File: src/rtl/upc_pkg.sv
`timescale 1ns / 1ps
// ----------------------------------------------------------------------------
// upc_pkg
// Types, constants and helper functions shared by the percent codec.
// ----------------------------------------------------------------------------
package upc_pkg;

    localparam int unsigned GrpDepth = 3;
    localparam int unsigned CntW     = 2;

    // register indexes on the configuration port
    localparam logic [1:0] REG_DIRECTION   = 2'd0;
    localparam logic [1:0] REG_EXTRA_EN    = 2'd1;
    localparam logic [1:0] REG_EXTRA_CHAR  = 2'd2;

    localparam logic       DIR_ENCODE      = 1'b0;
    localparam logic       DIR_DECODE      = 1'b1;
    localparam logic [7:0] EXTRA_CHAR_RST  = 8'd47;

    localparam logic [7:0] CH_PERCENT = 8'h25;
    localparam logic [7:0] CH_PLUS    = 8'h2B;
    localparam logic [7:0] CH_SPACE   = 8'h20;
    localparam logic [7:0] CH_MINUS   = 8'h2D;
    localparam logic [7:0] CH_USCORE  = 8'h5F;
    localparam logic [7:0] CH_DOT     = 8'h2E;
    localparam logic [7:0] CH_STAR    = 8'h2A;

    typedef enum logic [1:0] {
        PH_IDLE    = 2'd0,
        PH_PERCENT = 2'd1,
        PH_HIGH    = 2'd2
    } t_phase;

    typedef struct packed {
        logic [7:0] in_byte;
        logic       end_of_string;
    } t_in_item;

    typedef struct packed {
        logic [7:0] out_byte;
        logic       last;
        logic       bad_escape;
    } t_out_item;

    typedef struct packed {
        logic [CntW-1:0]             count;
        t_out_item [GrpDepth-1:0]    item;
    } t_result_grp;

    function automatic logic [7:0] hex_char(input logic [3:0] v);
        logic [7:0] r;
        if (v < 4'd10) begin
            r = 8'h30 + {4'd0, v};
        end else begin
            r = 8'h41 + {4'd0, v} - 8'd10;
        end
        return r;
    endfunction

    // {digit valid, value}
    function automatic logic [4:0] hex_value(input logic [7:0] c);
        logic [4:0] r;
        r = 5'd0;
        if (c >= 8'h30 && c <= 8'h39) begin
            r = {1'b1, c[3:0]};
        end else if ((c >= 8'h41 && c <= 8'h46) || (c >= 8'h61 && c <= 8'h66)) begin
            r = {1'b1, c[3:0] + 4'd9};
        end
        return r;
    endfunction

    function automatic logic is_unreserved(input logic [7:0] c);
        return (c >= 8'h61 && c <= 8'h7A) || (c >= 8'h41 && c <= 8'h5A) ||
               (c >= 8'h30 && c <= 8'h39) || c == CH_MINUS || c == CH_USCORE ||
               c == CH_DOT || c == CH_STAR;
    endfunction

endpackage

File: src/rtl/upc_core.sv
`timescale 1ns / 1ps
// ----------------------------------------------------------------------------
// upc_core
// Configuration registers, escape state and the per-byte codec logic.
// ----------------------------------------------------------------------------
module upc_core (
    input  logic                  i_clk,
    input  logic                  i_rst_n,
    input  logic                  i_cfg_we,
    input  logic [1:0]            i_cfg_index,
    input  logic [7:0]            i_cfg_data,
    input  logic                  i_take,
    input  upc_pkg::t_in_item     i_item,
    output upc_pkg::t_result_grp  o_grp
);
    import upc_pkg::*;

    logic        r_direction;
    logic        r_extra_en;
    logic [7:0]  r_extra_char;
    t_phase      r_phase;
    t_phase      n_phase;
    logic [3:0]  r_high;
    logic [3:0]  n_high;

    logic [7:0]  c;
    logic        eos;
    logic [4:0]  hv;
    logic        kept;

    always_ff @(posedge i_clk) begin
        if (!i_rst_n) begin
            r_direction  <= DIR_ENCODE;
            r_extra_en   <= 1'b0;
            r_extra_char <= EXTRA_CHAR_RST;
        end else if (i_cfg_we) begin
            case (i_cfg_index)
                REG_DIRECTION:  r_direction  <= i_cfg_data[0];
                REG_EXTRA_EN:   r_extra_en   <= i_cfg_data[0];
                REG_EXTRA_CHAR: r_extra_char <= i_cfg_data;
                default: ;
            endcase
        end
    end

    always_ff @(posedge i_clk) begin
        if (!i_rst_n) begin
            r_phase <= PH_IDLE;
            r_high  <= 4'd0;
        end else if (i_take) begin
            r_phase <= n_phase;
            r_high  <= n_high;
        end
    end

    assign c    = i_item.in_byte;
    assign eos  = i_item.end_of_string;
    assign hv   = hex_value(c);
    assign kept = is_unreserved(c) || (r_extra_en && c == r_extra_char);

    always_comb begin
        o_grp   = '0;
        n_phase = r_phase;
        n_high  = r_high;
        if (r_direction == DIR_ENCODE) begin
            n_phase = PH_IDLE;
            n_high  = 4'd0;
            if (kept) begin
                o_grp.count   = CntW'(1);
                o_grp.item[0] = '{out_byte: c, last: eos, bad_escape: 1'b0};
            end else begin
                o_grp.count   = CntW'(3);
                o_grp.item[0] = '{out_byte: CH_PERCENT, last: 1'b0, bad_escape: 1'b0};
                o_grp.item[1] = '{out_byte: hex_char(c[7:4]), last: 1'b0, bad_escape: 1'b0};
                o_grp.item[2] = '{out_byte: hex_char(c[3:0]), last: eos, bad_escape: 1'b0};
            end
        end else if (r_phase == PH_PERCENT || r_phase == PH_HIGH) begin
            if (!hv[4]) begin
                // drop the escape on a non-hex digit
                n_phase       = PH_IDLE;
                n_high        = 4'd0;
                o_grp.count   = CntW'(1);
                o_grp.item[0] = '{out_byte: 8'd0, last: eos, bad_escape: 1'b1};
            end else if (r_phase == PH_PERCENT) begin
                if (eos) begin
                    n_phase       = PH_IDLE;
                    n_high        = 4'd0;
                    o_grp.count   = CntW'(1);
                    o_grp.item[0] = '{out_byte: 8'd0, last: 1'b1, bad_escape: 1'b1};
                end else begin
                    n_phase = PH_HIGH;
                    n_high  = hv[3:0];
                end
            end else begin
                n_phase       = PH_IDLE;
                n_high        = 4'd0;
                o_grp.count   = CntW'(1);
                o_grp.item[0] = '{out_byte: {r_high, hv[3:0]}, last: eos, bad_escape: 1'b0};
            end
        end else begin
            n_phase = PH_IDLE;
            if (c == CH_PERCENT) begin
                if (eos) begin
                    n_high        = 4'd0;
                    o_grp.count   = CntW'(1);
                    o_grp.item[0] = '{out_byte: 8'd0, last: 1'b1, bad_escape: 1'b1};
                end else begin
                    n_phase = PH_PERCENT;
                end
            end else begin
                o_grp.count   = CntW'(1);
                o_grp.item[0] = '{out_byte: (c == CH_PLUS) ? CH_SPACE : c, last: eos,
                                  bad_escape: 1'b0};
            end
        end
    end

endmodule

File: src/rtl/upc_serializer.sv
`timescale 1ns / 1ps
// ----------------------------------------------------------------------------
// upc_serializer
// Result register that holds one group of up to three items and sends them
// out one per cycle while the receiver is ready.
// ----------------------------------------------------------------------------
module upc_serializer (
    input  logic                  i_clk,
    input  logic                  i_rst_n,
    input  logic                  i_load,
    input  upc_pkg::t_result_grp  i_grp,
    output logic                  o_free,
    output logic                  o_out_valid,
    input  logic                  i_out_ready,
    output upc_pkg::t_out_item    o_out
);
    import upc_pkg::*;

    logic [CntW-1:0]          r_cnt;
    logic [CntW-1:0]          r_idx;
    t_out_item [GrpDepth-1:0] r_item;
    logic                     take;

    assign o_out_valid = (r_cnt != '0);
    assign take        = o_out_valid && i_out_ready;
    // free when empty or the last held item leaves this cycle
    assign o_free      = (r_cnt == '0) || (r_cnt == CntW'(1) && i_out_ready);

    always_ff @(posedge i_clk) begin
        if (!i_rst_n) begin
            r_cnt <= '0;
            r_idx <= '0;
        end else if (i_load) begin
            r_cnt <= i_grp.count;
            r_idx <= '0;
        end else if (take) begin
            r_cnt <= r_cnt - CntW'(1);
            r_idx <= r_idx + CntW'(1);
        end
    end

    always_ff @(posedge i_clk) begin
        if (i_load) begin
            r_item <= i_grp.item;
        end
    end

    always_comb begin
        case (r_idx)
            CntW'(0): o_out = r_item[0];
            CntW'(1): o_out = r_item[1];
            CntW'(2): o_out = r_item[2];
            default:  o_out = r_item[0];
        endcase
    end

endmodule

File: src/rtl/url_percent_codec_unit.sv
`timescale 1ns / 1ps
// ----------------------------------------------------------------------------
// url_percent_codec_unit
// Percent-encoding and decoding of a byte stream.
// ----------------------------------------------------------------------------
// Input channel (i_in_valid / o_in_ready) carries one byte and an end of
// string flag. Output channel (o_out_valid / i_out_ready) carries one
// produced byte with last and bad_escape flags. Configuration writes come on
// i_cfg_valid / o_cfg_ready with a register index and data; ready is always
// high and writes are meant to be made while the block is idle.
// An accepted item is coded in the cycle it is taken and its results show
// on the output in the next cycle, one per cycle while the receiver is ready.
// Throughput: one item per cycle while the receiver is ready and each gives
// at most one result; an encoded escape gives three results, so such an
// item occupies the result register until all three have left. The result
// register drains one byte per cycle while the receiver is ready, and is
// refilled in the cycle its last byte leaves. A decode item that only advances
// an escape gives no result and is taken without occupying the output.
// Reset (synchronous, active low) empties the result register, clears the
// escape state and sets encode mode with '/' as the disabled extra byte.
// When the receiver stalls, the current result holds and the input stalls
// once the result register is full.
// ----------------------------------------------------------------------------
module url_percent_codec_unit (
    input  logic                 i_clk,
    input  logic                 i_rst_n,
    input  logic                 i_in_valid,
    output logic                 o_in_ready,
    input  upc_pkg::t_in_item    i_in,
    output logic                 o_out_valid,
    input  logic                 i_out_ready,
    output upc_pkg::t_out_item   o_out,
    input  logic                 i_cfg_valid,
    output logic                 o_cfg_ready,
    input  logic [1:0]           i_cfg_index,
    input  logic [7:0]           i_cfg_data
);
    import upc_pkg::*;

    t_result_grp grp;
    logic        free;
    logic        take;

    assign o_cfg_ready = 1'b1;
    assign o_in_ready  = free;
    assign take        = i_in_valid && free;

    upc_core u_core (
        .i_clk       (i_clk),
        .i_rst_n     (i_rst_n),
        .i_cfg_we    (i_cfg_valid),
        .i_cfg_index (i_cfg_index),
        .i_cfg_data  (i_cfg_data),
        .i_take      (take),
        .i_item      (i_in),
        .o_grp       (grp)
    );

    upc_serializer u_ser (
        .i_clk       (i_clk),
        .i_rst_n     (i_rst_n),
        .i_load      (take),
        .i_grp       (grp),
        .o_free      (free),
        .o_out_valid (o_out_valid),
        .i_out_ready (i_out_ready),
        .o_out       (o_out)
    );

endmodule

File: config.mk
export PLATFORM = sky130hd
export DESIGN_NAME = url_percent_codec_unit
export DESIGN_NICKNAME = d
export VERILOG_FILES = /design/src/rtl/upc_pkg.sv /design/src/rtl/upc_core.sv /design/src/rtl/upc_serializer.sv /design/src/rtl/url_percent_codec_unit.sv
export SDC_FILE = /design/constraint.sdc
export NUM_CORES = 1
export LEC_CHECK = 0
export BUFFER_PORTS_ARGS = -buffer_cell sky130_fd_sc_hd__buf_2
export CAP_MARGIN = 30
export CORE_ASPECT_RATIO = 0.75
export CORE_MARGIN = 5
export CORE_UTILIZATION = 53
export CTS_CLUSTER_SIZE = 40
export DETAILED_ROUTE_END_ITERATION = 6
export GPL_TIMING_DRIVEN = 0
export HOLD_SLACK_MARGIN = 0.05
export PLACE_DENSITY_LB_ADDON = 0.1
export SYNTH_ARGS = -nofsm -noshare
export SYNTH_HDL_FRONTEND = slang
export SYNTH_SLANG_ARGS = --single-unit
File: constraint.sdc
create_clock -name i_clk -period 2.9 [get_ports i_clk]
set_clock_uncertainty 0.15 [all_clocks]
set_input_delay 0.145 -clock i_clk [delete_from_list [all_inputs] [get_ports i_clk]]
set_output_delay 0.145 -clock i_clk [all_outputs]
set_load 0.02 [all_outputs]
==> metrics.txt <==
status completed; YS warnings 0; FP Rows 23; final period utilization 0.9541; Slew Limit Fails 0; vias 2,495; Synth cell types 62; clk buf depth 2; Setup-failing EPs final 0; first-pass GRT wire length 11,660 um; met2 Track Usage GR 0.3328; Tightest Pin Transition 0.5487 ns; clk_lat worst skew 0.29 ns; Core Util, Final 0.6385; synthesized cell area 0.002893 sq mm; layout cells sized above 1 0.1774; CTS tree built; Initial Util 0.5434; vias in the first global route 2,367; P_leak 1.316 nW; io pins 37; Most used DFF post-synth edfxtp_1; 1st-pass router iterations 4; GR Util met1 0.3089; asr flop ratio synth 0; Die Ht 73.98 um; Via-to-Cell Ratio 5.582; clk slew on worst S/H paths 0.09 ns; Final #Nets 409; relative slew slack 0.6317; critical path endpoint category register; DR DRC count 0; final hold vios 0; Setup CP Type primary input to register; GR Util met3 0.03943; initial antenna violation count 0; total CTS buffers 5; CP max FO 13; htree depth 2; grt ovf 0; commonest non-fill, non-tap cells in the layout nand2_1 (49), buf_2 (33), edfxtp_1 (25); overall global routing resource usage 0.2122; root buf cell clkbuf_8; commonest non-fill, non-tap cell in the layout nand2_1; ANT nets after route 0; die width 95.31 um; final WL 6760 um; Peak supply drop 0.3178 mV; largest net degree at the start of global routing 27; startpoint types primary input; total of max-cap violations 0; post-route minimum period 2.767 ns; Avg Inst Size Synth 8.928 sq um; core area 0.005324 sq mm; Layout area overhead 17.52%; power per cell area 664.6 mW/mm^2; Worst EP required 2.81 ns; initial DRC count 273; port bufs 31; n_diodes 0; Seq/Total Area, Yosys 0.3979; Synth Net Count 362; Hold Path Class primary input to register; number of flops mapped to enable cells by yosys 25; WL/cell 15.12 um; Fill cells 471; setup bufs post-CTS 0; unrepaired setup endpoints after global routing false; maximum clock rate 361.4 MHz; gr busiest metal met2; Mapped Cells 324; Pwr Total 2.259 mW; synthesis-stage register bit count 45; RePlAce Congestion 0.9181; Crit path arrival time 2.67 ns; Die ar. 0.007051 sq mm; DPL Wire Length 5128 um; CTS Sinks 45
==> stage by stage <==
stage	worst slack (ns)	hold WS, ns	area [sq um]	setup TNS [ns]	std cells
finish	0.1332	0.06881	3400	0	447
global route	0.01847	0.09618	3400	0	447
CTS	0.01871	0.06570	3398	0	448
detailed placement	-0.2841	0.2063	3171	-3.788	431
global placement	-0.3515	0.2017	3143	-5.229	430
floorplan	0.1513	0.1190	2894	0	324
==> power by group <==
part | internal (mW) | switching (mW) | leakage, nW
sequential | 0.826 | 0.0411 | 0.402
combinational | 0.302 | 0.533 | 0.845
clock | 0.347 | 0.212 | 0.0687
==> final timing paths <==
path | from | end | slack [ns] | cells after the start
setup / recovery | i_in[2] | u_ser.r_item[2]$_DFFE_PP_ | 0.13 | 9
setup reg to reg | u_core.r_direction$_SDFFE_PN0P_ | u_core.r_high[0]$_SDFFE_PN0P_ | 0.66 | 5
hold / removal | i_in[0] | u_ser.r_item[1]$_DFFE_PP_ | 0.07 | 2
hold reg to reg | u_core.r_high[3]$_SDFFE_PN0P_ | u_core.r_high[3]$_SDFFE_PN0P_ | 0.33 | 2
==> what timing repair did <==
action                                 CTS  global route
endpoints found under the hold margin   13             0
resized for setup                        0             2
setup endpoints to repair                0            22
hold buffers                             9             0
==> critical path, stage by stage <==
cell and delay (ns):
clkbuf_4 0.19, inv_1 0.19, ha_1 0.26, or4b_4 0.51, a311oi_2 0.35, o21bai_2 0.22
a311oi_2 0.22, and3_1 0.26, o32a_1 0.32
==> per-layer routing <==
metal / wire length, um / vias to the layer above
met5: 0 / -
met4: 46 / 0
met3: 363 / 6
met2: 3104 / 67
met1: 3246 / 1155
li1: - / 1267
==> area by class of cell <==
class | instances | area, sq um | area share
multi-input cells | 240 | 1562 | 0.4593
flip-flops and latches | 45 | 1151 | 0.3386
repair buffers | 41 | 275.3 | 0.08097
plain buffers | 21 | 112.6 | 0.03312
well taps | 75 | 93.84 | 0.02760
clock buffers | 5 | 68.82 | 0.02024
clock inverters | 3 | 68.82 | 0.02024
inverters | 17 | 67.56 | 0.01987
==> cells by family after synthesis <==
group,after synthesis,synth area share
and+or+nand+nor,128,0.2240
buffers and inverters,39,0.06228
muxes,3,0.01081
DFF,45,0.3979
other,1,0.001296
AOI/OAI and AO/OA,82,0.2068
adders and majority gates,14,0.06055
xor gates and xnor gates,12,0.03633
==> state kept, by name (all words and copies together) (netlist names) <==
register and count:
u_ser.r_cnt 2, u_core.r_direction 1, u_core.r_extra_en 1, u_core.r_phase 2
u_core.r_high 4, u_core.r_extra_char 8, u_ser.r_item 25, u_ser.r_idx 2
==> synthesized netlist by cell type, types with 5 or more instances <==
library cell / n / share of area
edfxtp_1: 25 / 0.26
nand2_1: 49 / 0.064
nand3b_1: 7 / 0.018
nor4_1: 5 / 0.011
inv_1: 16 / 0.021
nand4_1: 5 / 0.011
a21oi_1: 12 / 0.021
a21boi_0: 5 / 0.013
ha_1: 14 / 0.061
nand3_1: 14 / 0.024
xnor2_1: 5 / 0.015
nor2_1: 22 / 0.029
nor2b_1: 7 / 0.015
clkbuf_1: 13 / 0.017
xor2_1: 7 / 0.021
o21ai_0: 16 / 0.028
a22oi_1: 9 / 0.023
dfxtp_1: 20 / 0.14
No activity file was read; power rests on OpenSTA's default activity.
